<file path="src/design/bpm_ram.sv">
// Generic single-write, single-read RAM with registered read data.
module bpm_ram #(
    parameter int WIDTH = 32,
    parameter int DEPTH = 65
) (
    input  logic                     i_clk,
    input  logic                     i_we,
    input  logic [$clog2(DEPTH)-1:0] i_waddr,
    input  logic [WIDTH-1:0]         i_wdata,
    input  logic [$clog2(DEPTH)-1:0] i_raddr,
    output logic [WIDTH-1:0]         o_rdata
);
    logic [WIDTH-1:0] r_mem [DEPTH];

    always_ff @(posedge i_clk) begin
        if (i_we) begin
            r_mem[i_waddr] <= i_wdata;
        end
        o_rdata <= r_mem[i_raddr];
    end
endmodule

</file>
<file path="config.mk">
export PLATFORM = sky130hd
export DESIGN_NAME = bpm_ram
export DESIGN_NICKNAME = d
export VERILOG_FILES = /design/src/design/bpm_ram.sv
export SDC_FILE = /design/constraint.sdc
export NUM_CORES = 2
export LEC_CHECK = 0
export CORE_MARGIN = 2
export CORE_UTILIZATION = 58
export CTS_BUF_LIST = sky130_fd_sc_hd__clkbuf_4 sky130_fd_sc_hd__clkbuf_8
export DETAILED_ROUTE_END_ITERATION = 10
export DONT_BUFFER_PORTS = 1
export GPL_TIMING_DRIVEN = 0
export PLACE_DENSITY = 0.82
export SYNTH_ARGS = -nofsm -noshare
export SYNTH_HDL_FRONTEND = slang
export SYNTH_SLANG_ARGS = --single-unit
</file>
<file path="constraint.sdc">
create_clock -name i_clk -period 8.22 [get_ports i_clk]
set_clock_uncertainty 0.2 [all_clocks]
set_input_delay 0.822 -clock i_clk [delete_from_list [all_inputs] [get_ports i_clk]]
set_output_delay 0.822 -clock i_clk [all_outputs]
set_load 0.02 [all_outputs]
</file>
==> results_dict.tcl <==
set metrics [dict create \
    outcome "finished, violations left" \
    violations "design-rule violations, max-capacitance violations, max-slew violations" \
    die_extent_in_x_um 377 \
    ys_warn_count 0 \
    final.fill_count 8095 \
    synthDominantCellAreaShare_pct 77.2 \
    sequence_of_cells_on_the_critical_path "buf_2 > buf_2 > clkbuf_1 > mux2i_1 > o221ai_1 > a2111oi_0 > a31oi_1 > or3_1" \
    max_cap_violations 4 \
    mappedNetlistNets 3917 \
    sink_count 2112 \
    first_global_vias 43215 \
    hold-path-cell-count 2 \
    static_leak_nw 29.7 \
    dp_hpwl_um 134000 \
    final-seq-area_um2 63100 \
    cp-end-kind "flip-flop" \
    port_buffers 0 \
    clk_path_buf_depth 4 \
    fin_crit_ns 4.79 \
    post_dp_cell_area_um2 85300 \
    maximum_single_stage_delay_on_the_critical_path_ns 1.26 \
    syn_avg_cell_area_um2 20.9 \
    critPathKind "in -> reg" \
    pwr_density_cell_nw_per_um2 230 \
    synth-edff-count 2080 \
    start_util_pct 58.2 \
    design.final.nets 4397 \
    yosysTopAreaCell "sky130_fd_sc_hd__edfxtp_1" \
    r2r.worst_path.cells 6 \
    commonest_cells_in_the_netlist "sky130_fd_sc_hd__edfxtp_1 (2080), sky130_fd_sc_hd__mux2i_1 (384), sky130_fd_sc_hd__mux4_2 (320), sky130_fd_sc_hd__a211oi_1 (192)" \
    ir_drop_mv 0.179 \
    hp-class "in -> reg" \
    wire_per_inst_um 33.7 \
    die_area_um2 142000 \
    grt_antenna_before_repair 33 \
    clk_pin_slew_ns 0.07 \
    crit_path_top_delay_cell "sky130_fd_sc_hd__a2111oi_0" \
    area_delta_synth_final_pct 14.3 \
    vias_per_cell 6.84 \
    global_route.usage.total_pct 30.6 \
    fin_area_um2 92500 \
    max_freq_mhz 209 \
    timing.critical_path.from_type "primary input" \
    worst_slew_pin_slew_ns 1.71 \
    floorplan.core_area_um2 139000 \
    critical-path-top-delay-family "compound AO/OA/AOI/OAI gates" \
    synth.lib_cells_used.distinct 39 \
    critical_path_required_ns 8.88 \
    cts.root.buffer_cell "sky130_fd_sc_hd__clkbuf_8" \
    slew_headroom_pct -17.0 \
    wl_um 218000 \
    grt.overflow.total 0 \
    mappedNetlistArea_um2 80900 \
    total_of_endpoints_with_negative_setup_slack_in_the_final_report 0 \
    routed_vias 44152 \
    rows 137 \
    postCtsSetupRepairBufs 0 \
    die_h_um 377 \
    synth.top_cells.by_area "sky130_fd_sc_hd__edfxtp_1 (77%), sky130_fd_sc_hd__mux4_2 (8.9%), sky130_fd_sc_hd__mux2i_1 (4.8%)" \
    dominant_cell_by_count_in_the_synthesized_netlist "sky130_fd_sc_hd__edfxtp_1" \
    detail_route.drc_violations 3 \
    drt_iter0_drc 7942 \
    ioPinCount 80 \
    clock_latency_reported_for_the_late_side_of_the_worst_skew_pair_ns 1.04 \
    multiInputGateArea_um2 17000 \
    first_pass_iters 9 \
    grt_first_pass_wirelength_um 306000 \
    proportion_of_layout_cells_with_a_drive_suffix_above_1_pct 24.7 \
    h-tree-depth 5 \
    synth-seq-area-share_pct 78.0 \
    critPathArrivalTime_ns 5.45 \
    synth.ff_latch_count 2112 \
    maximum_number_of_pins_on_one_net_before_global_route_repair 66 \
    ant_nets 0 \
    critical_path_depth 8 \
    synth_cells 3869 \
    synth-main-ff-cell "sky130_fd_sc_hd__edfxtp_1" \
    rd_place_congestion 1.03 \
    period_share_pct 58.3 \
    fin_setup_tns_ns 0 \
    cts_tree "done" \
    rsz0062_at_grt "false" \
    synthArstFlopShare_pct 0 \
    timing.final.hold_violations 0 \
    crit_path_frequent_cell "sky130_fd_sc_hd__buf_2" \
    numCtsBuffers 324 \
    worstPathMaxFanout 10 \
    slew_violations 6 \
    crit_buf_inv 3 \
]
==> cell type report <==
cell class	instances	share of cell area [%]
diodes	11	0.0298
plain buffers	233	1.31
flip-flops and latches	2112	68.2
well taps	1876	2.54
clock buffers	414	5.62
multi-input cells	1524	18.4
repair buffers	154	3.06
clock inverters	131	0.763
==> sequential cells by signal, summed over array words and instances (netlist names) <==
| name | flops |
|---|---|
| r_mem | 2080 |
| o_rdata | 32 |
==> through the flow <==
| stage | instances | setup WS [ns] | power [mW] | hold WS (ns) | utilization [%] |
|---|---|---|---|---|---|
| after floorplan | 3869 | 3.95 | 12.7 | 0.404 | - |
| after global placement | 5745 | 1.68 | 13.0 | 0.727 | 59.9 |
| after detailed placement | 5827 | 2.69 | 13.0 | 0.726 | 61.3 |
| after CTS | 6436 | 3.74 | 21.2 | 0.114 | 66.5 |
| after global routing | 6447 | 3.54 | 21.7 | 0.165 | 66.5 |
| final | 6455 | 3.43 | 21.3 | 0.181 | 66.5 |
==> path summary, 6_finish.rpt <==
path,startpoint,endpoint,slack [ns]
worst max register to register,r_mem[2][15],o_rdata[15],4.13
worst min-delay path,i_waddr[6],r_mem[64][29],0.18
worst min register to register,r_mem[28][10],o_rdata[10],0.78
worst max-delay path,i_raddr[2],o_rdata[15],3.43
==> where the power goes <==
group	leakage, nW	switching (mW)	internal [mW]
clock	3.13	3.90	4.27
sequential	19.0	0.0461	11.9
combinational	7.63	0.798	0.378
==> what timing repair did <==
item / in CTS / in global routing
gates resized for setup: 0 / 0
hold buffers: 64 / 0
hold endpoints to repair: 2080 / 0
==> cells in the final DEF, fill, tap and decap left out, types with 10 or more instances in the layout <==
master	synthesis	layout
sky130_fd_sc_hd__nand2_1	40	40
sky130_fd_sc_hd__a2111oi_0	31	21
sky130_fd_sc_hd__nand3_1	10	10
sky130_fd_sc_hd__a221oi_1	32	32
sky130_fd_sc_hd__a2111oi_1	0	10
sky130_fd_sc_hd__mux4_2	320	320
sky130_fd_sc_hd__clkinv_2	0	37
sky130_fd_sc_hd__a211oi_1	192	192
sky130_fd_sc_hd__mux2_2	32	32
sky130_fd_sc_hd__o221ai_1	63	63
sky130_fd_sc_hd__buf_16	0	56
sky130_fd_sc_hd__or3_1	33	33
sky130_fd_sc_hd__buf_6	24	46
sky130_fd_sc_hd__nor2_1	93	37
sky130_fd_sc_hd__buf_2	82	82
sky130_fd_sc_hd__buf_4	14	16
sky130_fd_sc_hd__clkbuf_8	0	334
sky130_fd_sc_hd__o22a_1	32	32
sky130_fd_sc_hd__clkinv_1	0	82
sky130_fd_sc_hd__mux2i_1	384	384
sky130_fd_sc_hd__nor2_4	0	56
sky130_fd_sc_hd__clkbuf_4	0	80
sky130_fd_sc_hd__a21oi_1	32	32
sky130_fd_sc_hd__buf_12	0	31
sky130_fd_sc_hd__a31oi_1	32	32
sky130_fd_sc_hd__dlygate4sd3_1	0	32
sky130_fd_sc_hd__nor2b_1	103	103
sky130_fd_sc_hd__diode_2	0	11
sky130_fd_sc_hd__dfxtp_1	32	32
sky130_fd_sc_hd__clkbuf_1	103	103
sky130_fd_sc_hd__buf_1	10	10
sky130_fd_sc_hd__edfxtp_1	2080	2080
sky130_fd_sc_hd__o21ai_0	64	64
==> worst reg2reg max path, cell delays in order, from the launching register on <==
cell and delay, ns:
sky130_fd_sc_hd__edfxtp_1 0.36, sky130_fd_sc_hd__mux2_2 0.27, sky130_fd_sc_hd__nand2_1 0.08, sky130_fd_sc_hd__o221ai_1 0.40, sky130_fd_sc_hd__a2111oi_0 1.27, sky130_fd_sc_hd__a31oi_1 0.79
sky130_fd_sc_hd__or3_1 0.60
==> routing by layer <==
metal | routed length (µm) | track usage [%] | vias up
li1 | - | - | 17215
met1 | 73100 | 41.0 | 22207
met2 | 99900 | 46.0 | 4041
met3 | 32700 | 9.58 | 663
met4 | 11700 | 14.8 | 26
met5 | 164 | 0.0343 | -
==> cell families (layout without fill, tap and decap cells) <==
family	after synthesis	in the layout	synth area share [%]
AOI/OAI and AO/OA	480	480	4.35
buffers and inverters	233	932	1.50
DFF	2112	2112	78.0
muxes	736	736	14.1
other	0	11	0
and+or+nand+nor	308	308	2.01
Note: power is estimated with default switching activity, not from simulation.
