File: config.mk
export PLATFORM = sky130hd
export DESIGN_NAME = bpm_mul
export DESIGN_NICKNAME = d
export VERILOG_FILES = /design/src/design/bpm_pkg.sv /design/src/design/bpm_mul.sv
export SDC_FILE = /design/constraint.sdc
export NUM_CORES = 2
export LEC_CHECK = 0
export ABC_AREA = 1
export BUFFER_PORTS_ARGS = -buffer_cell sky130_fd_sc_hd__buf_4
export CORE_MARGIN = 2
export CORE_UTILIZATION = 56
export CTS_BUF_LIST = sky130_fd_sc_hd__clkbuf_16
export CTS_CLUSTER_DIAMETER = 50
export DETAILED_ROUTE_END_ITERATION = 10
export PLACE_DENSITY = 0.77
export SLEW_MARGIN = 30
export SYNTH_ARGS = -nofsm -noshare
export SYNTH_HDL_FRONTEND = slang
export SYNTH_SLANG_ARGS = --single-unit
File: constraint.sdc
create_clock -name i_clk -period 18.6 [get_ports i_clk]
set_input_delay 0 -clock i_clk [delete_from_list [all_inputs] [get_ports i_clk]]
set_output_delay 0 -clock i_clk [all_outputs]
set_load 0.05 [all_outputs]
File: src/design/bpm_pkg.sv
// Shared types, constants and arithmetic helpers for the backprop neuron unit.
package bpm_pkg;

    localparam int MAX_INPUTS = 64;
    localparam int SLOT_COUNT = MAX_INPUTS + 1;
    localparam int SLOT_W     = $clog2(SLOT_COUNT);

    localparam int MUL_W  = 34;
    localparam int PROD_W = 2 * MUL_W;
    localparam int QM_W   = PROD_W - 16;

    localparam int EXP_BITS = 20;
    localparam int DIV_Q_W  = 17;
    localparam int DIV_D_W  = 34;

    localparam longint ONE_Q   = 65536;
    localparam longint CLAMP_Q = 45 * ONE_Q;

    typedef enum logic [1:0] {
        KIND_LOAD = 2'd0,
        KIND_FWD  = 2'd1,
        KIND_ERR  = 2'd2,
        KIND_UPD  = 2'd3
    } t_kind;

    typedef enum logic [1:0] {
        MODE_LINEAR  = 2'd0,
        MODE_SIGMOID = 2'd1,
        MODE_STEP    = 2'd2,
        MODE_BIPOLAR = 2'd3
    } t_mode;

    typedef enum logic [1:0] {
        RES_OUTPUT = 2'd0,
        RES_ERROR  = 2'd1,
        RES_UPDATE = 2'd2
    } t_rkind;

    typedef enum logic [1:0] {
        CFG_MODE  = 2'd0,
        CFG_BETA  = 2'd1,
        CFG_LEARN = 2'd2,
        CFG_MOM   = 2'd3
    } t_cfg_idx;

    typedef enum logic [5:0] {
        S_IDLE, S_FRD, S_FMUL, S_FACC, S_EMUL, S_EACC,
        S_URD, S_UL, S_UL2, S_UX, S_UC, S_UM, S_UW, S_UWR,
        S_FEND0, S_FEND1, S_FEND2, S_BU, S_LOG0, S_EXP, S_EXPA,
        S_DIVS, S_DIVW, S_FFIN,
        S_EEND0, S_ED1, S_EB1, S_EB2, S_EB3, S_ES, S_ES2, S_EFIN,
        S_EMIT
    } t_state;

    typedef struct packed {
        logic [1:0]         kind;
        logic [6:0]         slot;
        logic signed [31:0] operand;
        logic signed [31:0] link_weight;
        logic               last;
    } t_in_item;

    typedef struct packed {
        logic [1:0]         result_kind;
        logic signed [31:0] result_value;
    } t_out_item;

    typedef struct packed {
        logic               start;
        logic [DIV_D_W-1:0] den;
    } t_div_req;

    typedef struct packed {
        logic               done;
        logic [DIV_Q_W-1:0] quot;
    } t_div_rsp;

    // e^-(2^k) in Q0.32 for k = -16 .. 3
    function automatic logic [31:0] exp_tab(input logic [4:0] k);
        logic [31:0] v;
        case (k)
            5'd0:    v = 32'd4294901760;
            5'd1:    v = 32'd4294836226;
            5'd2:    v = 32'd4294705160;
            5'd3:    v = 32'd4294443040;
            5'd4:    v = 32'd4293918848;
            5'd5:    v = 32'd4292870656;
            5'd6:    v = 32'd4290775039;
            5'd7:    v = 32'd4286586875;
            5'd8:    v = 32'd4278222805;
            5'd9:    v = 32'd4261543595;
            5'd10:   v = 32'd4228380000;
            5'd11:   v = 32'd4162825044;
            5'd12:   v = 32'd4034748382;
            5'd13:   v = 32'd3790295335;
            5'd14:   v = 32'd3344923893;
            5'd15:   v = 32'd2605029347;
            5'd16:   v = 32'd1580030169;
            5'd17:   v = 32'd581260615;
            5'd18:   v = 32'd78665070;
            5'd19:   v = 32'd1440801;
            default: v = 32'd0;
        endcase
        return v;
    endfunction

    function automatic logic signed [31:0] sat32(input logic signed [63:0] v);
        logic signed [31:0] r;
        if (v > 64'sd2147483647) begin
            r = 32'sh7fffffff;
        end else if (v < -64'sd2147483648) begin
            r = 32'sh80000000;
        end else begin
            r = v[31:0];
        end
        return r;
    endfunction

    function automatic logic signed [47:0] sat48(input logic signed [63:0] v);
        logic signed [47:0] r;
        if (v > 64'sd140737488355327) begin
            r = 48'sh7fffffffffff;
        end else if (v < -64'sd140737488355328) begin
            r = 48'sh800000000000;
        end else begin
            r = v[47:0];
        end
        return r;
    endfunction

endpackage

File: src/design/bpm_mul.sv
// Shared signed multiplier with a registered product.
module bpm_mul (
    input  logic                                i_clk,
    input  logic signed [bpm_pkg::MUL_W-1:0]    i_a,
    input  logic signed [bpm_pkg::MUL_W-1:0]    i_b,
    output logic signed [bpm_pkg::PROD_W-1:0]   o_p
);
    import bpm_pkg::*;

    always_ff @(posedge i_clk) begin
        o_p <= PROD_W'(i_a) * PROD_W'(i_b);
    end
endmodule

==> results.toml <==
[synthesis]
synth_fp_nets = 7486
netlist_area_um2 = 46200
synth_edf_count = 0
synth-seq-area-share_pct = 2.95
postSynthAreaPerCell_um2 = 7.74
ys_types = 32
synth-main-ff-cell = "dfxtp_1"
synth.area.top_cells = "fa_1, inv_1, nand2_1, ha_1, dfxtp_1"
synthMostInstantiatedCell = "inv_1"
async_flop_share_pct = 0
yosys_warnings = 0
netlist_top_cells_count = "inv_1, nand2_1, fa_1"
ys_ff_latch = 68
yosys.area.top_type_share_pct = 53.7
yosysTopAreaCell = "fa_1"
synthCells = 5972

[route]
drt_first_pass_iters = 6
vias = 35500
finalWirelength_um = 121000
wl_per_cell_um = 17.5
drc = 0
drt_iter0_drc = 2286
postRouteAntennaNets = 0
avgViaCountPerCell = 5.12

[sta]
grt_setup_unrepaired = "no"
worstMarginPinSlew_ns = 0.683
hold_viol = 0
fmaxAchievable_mhz = 144
setup_viol = 0
relSlewSlack_pct = 54.4
finalWorstPathRequiredPeriod_ns = 6.95
slew_viol_final = 0
period_share_pct = 37.4
setup_tns_ns = 0

[worst_setup_path]
cp_max_fo = 34
crit_top_cell = "fa_1"
cp_data_arrival_time_ns = 7.20
path_cells = "buf_4 > nand2_1 > fa_1 > fa_1 > inv_1 > fa_1 > inv_1 > fa_1 > fa_1 > fa_1 > fa_1 > fa_1 > inv_1 > ha_1 > nand2_1 > nor2_1 > inv_1 > nor2_1 > nand2_1 > nor3_1 > nand2_1 > nand4_1 > nand2_1"
path_buf_inv = 5
cp.required_ns = 18.86
path_delay_family = "adder cells"
path_depth = 23
end_kind = "register"
critical_path_class = "primary input to register"
max_stage_delay_ns = 0.91
worstSetupStartpointType = "primary input"
crit_path_top_delay_cell = "fa_1"

[cells_and_area]
top_register = "o_p"
reg_top3 = "o_p: 68 flops"
layout-drive-gt1-share_pct = 3.72
largest_reg_flops = 68
area_growth_pct = 3.67
fillers = 7314
fin_nets = 7365

[worst_hold_path]
hold_depth = 3
hp-class = "primary input to register"

[run_status]
status = "complete, no violations"

[cts]
cts_max_level = 3
path_clk_slew_ns = 0.07
cts_tree = "done"
cts_inserted_buffers = 9
clockRootBuffer = "clkbuf_16"
cts_sinks = 68
clk_path_buf_depth = 2
ctsResizeCount = 0
cts_post_setup_buffers_inserted = 0
cts_hold_buffers = 0

[die]
floorplan.initialDensity_pct = 56.5
dieArea_um2 = 84900
die_h_um = 291
core_um2 = 81800
placementRows = 105
num_io_pins = 137
fp.dieW_um = 291

[global_routing]
antenna_found_initial = 7
grt_pass1_wl_um = 205000
grt_max_degree = 36
gr-total-overflow = 0
grt_pass1_vias = 40400
grt_util_all_layers_pct = 30.6

[place]
hpwl_um = 102000
gp_congestion = 1.02
io_buffers = 136

[job]
maxCapViolCount = 0
## cell families (layout without fill, tap and decap cells)
| kind of cell | after synthesis | count (layout) | share of synthesized area [%] |
|---|---|---|---|
| DFF | 68 | 68 | 2.95 |
| AOI/OAI and AO/OA | 95 | 95 | 1.13 |
| and+or+nand+nor | 1939 | 1939 | 16.6 |
| xor gates and xnor gates | 35 | 35 | 0.663 |
| other | 0 | 4 | 0 |
| adders and majority gates | 1445 | 1445 | 59.3 |
| buffers and inverters | 2390 | 2274 | 19.4 |
## metrics by stage
step | instance area, um^2 | worst slack [ns] | util (%) | hold WS (ns) | std cells
after detailed placement | 47600 | 11.04 | 58.1 | 0.450 | 6910
after CTS | 47900 | 11.38 | 58.5 | 0.103 | 6926
final | 47900 | 11.65 | 58.5 | 0.110 | 6930
after floorplan | 46200 | 11.78 | - | 0.279 | 5972
after global placement | 47600 | 11.06 | 58.1 | 0.452 | 6910
after global routing | 47900 | 11.10 | 58.5 | 0.137 | 6930
## layout make-up
| type | count | area (um^2) | area share (%) |
|---|---|---|---|
| Timing Repair Buffer | 139 | 1040 | 2.18 |
| Clock buffer | 9 | 225 | 0.470 |
| Sequential cell | 68 | 1360 | 2.84 |
| Inverter | 2119 | 7950 | 16.6 |
| Tap cell | 1070 | 1340 | 2.79 |
| Antenna cell | 4 | 10.0 | 0.0209 |
| Multi-Input combinational cell | 3514 | 35900 | 74.9 |
| Clock inverter | 7 | 91.3 | 0.191 |
## worst paths after layout
path,from,to
setup / recovery,i_b[10],o_p[60]
hold / removal,i_b[0],o_p[0]
## placed cells by master (no fill, tap or decap), types with 3 or more instances in the layout
cell           n
a21oi_1       59
a21oi_2        4
buf_4        139
clkbuf_16      9
clkinvlp_4     3
dfxtp_1       68
diode_2        4
fa_1        1239
ha_1         204
inv_1       2115
inv_2          4
nand2_1     1661
nand2_2       20
nand3_1       70
nand3_2        7
nand3b_1       3
nand4_1       19
nor2_1       115
nor2_2         9
nor3_1        15
nor3_2         5
o21ai_0       18
o21bai_1      11
or2_2          8
xor2_1        33
## per-layer routing
| layer | vias up | share of wire (%) | track usage [%] |
|---|---|---|---|
| met4 | 4 | 5.1 | 13.7 |
| met5 | - | 0.018 | 0 |
| li1 | 15800 | - | - |
| met1 | 17800 | 36 | 36.2 |
| met3 | 405 | 6.9 | 4.24 |
| met2 | 1483 | 52 | 55.2 |
Power is not shown: default switching activity piles up to over one toggle a cycle in this logic, so the estimate is an artifact.
