## src/design/bpm_pkg.sv

```systemverilog
// Shared types, constants and arithmetic helpers for the backprop neuron unit.
package bpm_pkg;

    localparam int MAX_INPUTS = 64;
    localparam int SLOT_COUNT = MAX_INPUTS + 1;
    localparam int SLOT_W     = $clog2(SLOT_COUNT);

    localparam int MUL_W  = 34;
    localparam int PROD_W = 2 * MUL_W;
    localparam int QM_W   = PROD_W - 16;

    localparam int EXP_BITS = 20;
    localparam int DIV_Q_W  = 17;
    localparam int DIV_D_W  = 34;

    localparam longint ONE_Q   = 65536;
    localparam longint CLAMP_Q = 45 * ONE_Q;

    typedef enum logic [1:0] {
        KIND_LOAD = 2'd0,
        KIND_FWD  = 2'd1,
        KIND_ERR  = 2'd2,
        KIND_UPD  = 2'd3
    } t_kind;

    typedef enum logic [1:0] {
        MODE_LINEAR  = 2'd0,
        MODE_SIGMOID = 2'd1,
        MODE_STEP    = 2'd2,
        MODE_BIPOLAR = 2'd3
    } t_mode;

    typedef enum logic [1:0] {
        RES_OUTPUT = 2'd0,
        RES_ERROR  = 2'd1,
        RES_UPDATE = 2'd2
    } t_rkind;

    typedef enum logic [1:0] {
        CFG_MODE  = 2'd0,
        CFG_BETA  = 2'd1,
        CFG_LEARN = 2'd2,
        CFG_MOM   = 2'd3
    } t_cfg_idx;

    typedef enum logic [5:0] {
        S_IDLE, S_FRD, S_FMUL, S_FACC, S_EMUL, S_EACC,
        S_URD, S_UL, S_UL2, S_UX, S_UC, S_UM, S_UW, S_UWR,
        S_FEND0, S_FEND1, S_FEND2, S_BU, S_LOG0, S_EXP, S_EXPA,
        S_DIVS, S_DIVW, S_FFIN,
        S_EEND0, S_ED1, S_EB1, S_EB2, S_EB3, S_ES, S_ES2, S_EFIN,
        S_EMIT
    } t_state;

    typedef struct packed {
        logic [1:0]         kind;
        logic [6:0]         slot;
        logic signed [31:0] operand;
        logic signed [31:0] link_weight;
        logic               last;
    } t_in_item;

    typedef struct packed {
        logic [1:0]         result_kind;
        logic signed [31:0] result_value;
    } t_out_item;

    typedef struct packed {
        logic               start;
        logic [DIV_D_W-1:0] den;
    } t_div_req;

    typedef struct packed {
        logic               done;
        logic [DIV_Q_W-1:0] quot;
    } t_div_rsp;

    // e^-(2^k) in Q0.32 for k = -16 .. 3
    function automatic logic [31:0] exp_tab(input logic [4:0] k);
        logic [31:0] v;
        case (k)
            5'd0:    v = 32'd4294901760;
            5'd1:    v = 32'd4294836226;
            5'd2:    v = 32'd4294705160;
            5'd3:    v = 32'd4294443040;
            5'd4:    v = 32'd4293918848;
            5'd5:    v = 32'd4292870656;
            5'd6:    v = 32'd4290775039;
            5'd7:    v = 32'd4286586875;
            5'd8:    v = 32'd4278222805;
            5'd9:    v = 32'd4261543595;
            5'd10:   v = 32'd4228380000;
            5'd11:   v = 32'd4162825044;
            5'd12:   v = 32'd4034748382;
            5'd13:   v = 32'd3790295335;
            5'd14:   v = 32'd3344923893;
            5'd15:   v = 32'd2605029347;
            5'd16:   v = 32'd1580030169;
            5'd17:   v = 32'd581260615;
            5'd18:   v = 32'd78665070;
            5'd19:   v = 32'd1440801;
            default: v = 32'd0;
        endcase
        return v;
    endfunction

    function automatic logic signed [31:0] sat32(input logic signed [63:0] v);
        logic signed [31:0] r;
        if (v > 64'sd2147483647) begin
            r = 32'sh7fffffff;
        end else if (v < -64'sd2147483648) begin
            r = 32'sh80000000;
        end else begin
            r = v[31:0];
        end
        return r;
    endfunction

    function automatic logic signed [47:0] sat48(input logic signed [63:0] v);
        logic signed [47:0] r;
        if (v > 64'sd140737488355327) begin
            r = 48'sh7fffffffffff;
        end else if (v < -64'sd140737488355328) begin
            r = 48'sh800000000000;
        end else begin
            r = v[47:0];
        end
        return r;
    endfunction

endpackage

```

## src/design/bpm_div.sv

```systemverilog
// Bit-serial restoring divider for the logistic reciprocal, 2^48 / den rounded.
module bpm_div (
    input  logic              i_clk,
    input  logic              i_rst_n,
    input  bpm_pkg::t_div_req i_req,
    output bpm_pkg::t_div_rsp o_rsp
);
    import bpm_pkg::*;

    localparam int REM_W = DIV_D_W + 1;
    localparam int NUM_W = 49;

    logic [REM_W-1:0]   r_rem;
    logic [DIV_Q_W-1:0] r_low;
    logic [DIV_Q_W-1:0] r_quot;
    logic [DIV_D_W-1:0] r_den;
    logic [4:0]         r_cnt;
    logic               r_busy;
    logic               r_done;

    logic [NUM_W-1:0]   num;
    logic [REM_W-1:0]   trial;
    logic               fits;

    // numerator carries the half-divisor for round to nearest
    assign num   = (NUM_W'(1) << 48) + NUM_W'(i_req.den >> 1);
    assign trial = {r_rem[REM_W-2:0], r_low[DIV_Q_W-1]};
    assign fits  = trial >= REM_W'(r_den);

    always_ff @(posedge i_clk) begin
        if (!i_rst_n) begin
            r_busy <= 1'b0;
            r_done <= 1'b0;
            r_cnt  <= '0;
        end else begin
            r_done <= 1'b0;
            if (i_req.start) begin
                r_busy <= 1'b1;
                r_cnt  <= 5'(DIV_Q_W);
            end else if (r_busy) begin
                r_cnt <= r_cnt - 5'd1;
                if (r_cnt == 5'd1) begin
                    r_busy <= 1'b0;
                    r_done <= 1'b1;
                end
            end
        end
    end

    always_ff @(posedge i_clk) begin
        if (i_req.start) begin
            r_den  <= i_req.den;
            r_rem  <= REM_W'(num[NUM_W-1:DIV_Q_W]);
            r_low  <= num[DIV_Q_W-1:0];
            r_quot <= '0;
        end else if (r_busy) begin
            r_rem  <= fits ? trial - REM_W'(r_den) : trial;
            r_low  <= r_low << 1;
            r_quot <= {r_quot[DIV_Q_W-2:0], fits};
        end
    end

    assign o_rsp.done = r_done;
    assign o_rsp.quot = r_quot;
endmodule

```

## config.mk

```make
export PLATFORM = sky130hd
export DESIGN_NAME = bpm_div
export DESIGN_NICKNAME = d
export VERILOG_FILES = /design/src/design/bpm_pkg.sv /design/src/design/bpm_div.sv
export SDC_FILE = /design/constraint.sdc
export NUM_CORES = 1
export LEC_CHECK = 0
export ABC_AREA = 0
export BUFFER_PORTS_ARGS = -buffer_cell sky130_fd_sc_hd__buf_4
export CELL_PAD_IN_SITES_DETAIL_PLACEMENT = 1
export CELL_PAD_IN_SITES_GLOBAL_PLACEMENT = 1
export CORE_MARGIN = 3
export CORE_UTILIZATION = 35
export CTS_BUF_LIST = sky130_fd_sc_hd__clkbuf_8
export CTS_CLUSTER_DIAMETER = 120
export CTS_CLUSTER_SIZE = 30
export DETAILED_ROUTE_END_ITERATION = 10
export HOLD_SLACK_MARGIN = 0.12
export PLACE_DENSITY = 0.59
export SYNTH_ARGS = -nofsm -noshare
export SYNTH_HDL_FRONTEND = slang
export SYNTH_SLANG_ARGS = --single-unit
```

## constraint.sdc

```tcl
create_clock -name i_clk -period 5.2 [get_ports i_clk]
set_clock_uncertainty 0.1 [all_clocks]
set_input_delay 0.52 -clock i_clk [delete_from_list [all_inputs] [get_ports i_clk]]
set_output_delay 0.52 -clock i_clk [all_outputs]
set_load 0.01 [all_outputs]
```

==> out/results.ini <==
[grt]
grt_pass1_vias = 5009
antenna_found_initial = 0
grt_pass1_wl_mm = 26.0
grt.total_usage_pct = 16.5
grt_max_degree = 57
grt-ovfl-total = 0

[floorplan]
placementRows = 48
start_util_pct = 36.1
ios = 55
core_um2 = 17400
die_y_um = 140
die_w_um = 140
die-area_um2 = 19600

[drt]
wl_mm = 15.8
drt_pass1_iterations = 4
drt_first_iter_violations = 189
ant_nets = 0
vias = 4600
routedWlPerCell_um = 17.9
avgViaCountPerCell = 5.19
drcViolationCount = 0

[worst_setup_path]
rr_startpoint = r_rem[19]
crit_type = reg -> reg
worstSetupStartpointType = flop
cp.required_ps = 5230
crit_start = r_rem[19]
arrival_ps = 3730
crit_fanout = 25
critPathCaptureType = flop

[finish]
stdcell_count = 886
fill_cells = 1987
multi_input_area_um2 = 2970
fin_nets = 730
register_area_um2 = 3010
drive_above_1_share_pct = 17.4
antenna_cells = 0
syn2layout_area_growth_pct = 13.0

[worst_hold_path]
holdCritStartpoint = i_req[0]
min_path_type = in -> reg

[timing]
hold_viol = 0
relSlewSlack_pct = 21.3
rsz0062_at_grt = no
finalSetupViolations = 0
fin_ws_ps = 1500
period_needed_ps = 3700
fin_crit_sh_pct = 71.1
slew_viol_final = 0
tightest_slew_ps = 1180
maxClockFrequency_mhz = 271
setup-tns-final_ps = 0

[pwr]
p_per_area_nw_per_um2 = 398
leakage_nw = 2.94
vdd_ir_drop_max_v = 0.000172

[place]
dp_hpwl_mm = 11.7
place_congestion = 0.856
portBuffers = 54
place_ws_ps = 1470
placedCellCount = 870

[clock_network]
ctsHoldBuffers = 0
numCtsBuffers = 9
clk_path_buf_depth = 2
cts_setup_buffers = 0
cts_tree = yes
htree_num_levels = 3
clock_sinks = 109
clk_latency_ps = 400
cts_resized = 0
clk_pin_slew_ps = 120
cts_root_buffer = clkbuf_8

[run_status]
outcome = completed

[flow_run]
cap_violations = 0

[logic_synthesis]
syn_area_um2 = 6290
syn_nets = 684
synthArstFlopShare_pct = 0
synth_cells = 610
yosysSeqAreaShare_pct = 47.9
ys.flop_type = edfxtp_1
synth_edf_count = 83
synth_cell_types = 61
avgSynthCellArea_um2 = 10.3
ys_warn_count = 0
synth-seq-cells = 109

==> cells by family (layout without fill, tap and decap cells) <==
kind of cell    after synthesis  after routing  synth area share (%)
compound gates              148            148                  15.5
xor+xnor                     31             31                  4.32
fa+ha+maj                    37             37                  7.48
buf+inv                      76            127                  4.96
flops                       109            109                  47.9
mux                          48             48                  8.14
simple gates                161            161                  11.6
==> area by class of cell <==
type / instances / area share [%]
Clock buffer: 9 / 1.74
Clock inverter: 7 / 1.16
Inverter: 52 / 2.75
Multi-Input combinational cell: 425 / 41.7
Sequential cell: 109 / 42.4
Tap cell: 225 / 3.96
Timing Repair Buffer: 59 / 6.23
==> synthesized netlist by cell type, drive strengths merged (10+ instances only) <==
cell / number / area, µm²
nor2: 72 / 270
clkbuf: 10 / 37.5
edfxtp: 83 / 2490
inv: 52 / 195
mux2: 25 / 282
xor2: 13 / 114
a21oi: 54 / 274
a211oi: 11 / 82.6
nand3: 12 / 60.1
ha: 36 / 450
buf: 14 / 78.8
xnor2: 18 / 158
a21o: 10 / 75.1
dfxtp: 26 / 521
nand2: 40 / 153
mux2i: 23 / 230
o21ai: 23 / 119
==> critical path, cell delays in order (launching register included) <==
cell	delay [ps]
edfxtp_1	430
ha_1	440
a21oi_1	130
o21ai_0	360
nor3_1	90
a21oi_1	150
nand2_1	170
o31ai_4	970
buf_4	330
mux2i_1	220
nor2_1	50
==> per-layer routing <==
layer  global-route usage (%)  part of all wire, %
met5                        0                    0
met4                     5.00                  1.6
met3                     3.11                  2.7
met2                     28.7                   49
met1                     20.8                   46
==> per-stage QoR <==
stage	power, W	hold WS, ps	instance area, µm²	util (%)
6_report	0.00283	188	7100	40.8
5_1_grt	0.00304	165	7100	40.8
4_1_cts	0.00287	166	7100	40.8
3_5_place_dp	0.00229	397	6900	39.6
3_3_place_gp	0.00227	380	6900	39.6
2_1_floorplan	0.00201	368	6290	-
==> state kept, by name, indices dropped and copies added (netlist names) <==
name    count
r_rem      34
r_cnt       5
r_busy      1
r_den      34
r_low      17
r_done      1
r_quot     17
==> final timing paths <==
kind	endpoint	slack (ps)	depth (start not counted)
min	r_den[0]	190	1
min reg2reg	r_cnt[1]	400	2
max	r_rem[19]	1500	10
max reg2reg	r_rem[19]	1500	10
==> power breakdown <==
group	internal [W]	total (W)	switching (W)	leakage, nW
registers	0.00107	0.00113	0.0000582	1.04
clock network	0.000233	0.000563	0.000330	0.109
logic	0.000463	0.00114	0.000673	1.78
==> layout by cell type, fill, tap and decap left out, types with 9 or more instances in the layout <==
cell type / count
a211oi_1: 11
a21o_1: 10
a21oi_1: 53
buf_4: 59
clkbuf_8: 9
dfxtp_1: 26
edfxtp_1: 83
ha_1: 36
inv_1: 53
mux2_2: 25
mux2i_1: 23
nand2_1: 38
nand3_1: 12
nor2_1: 72
o21ai_0: 19
xnor2_1: 18
xor2_1: 13
Note: power is estimated with default switching activity, not from simulation.
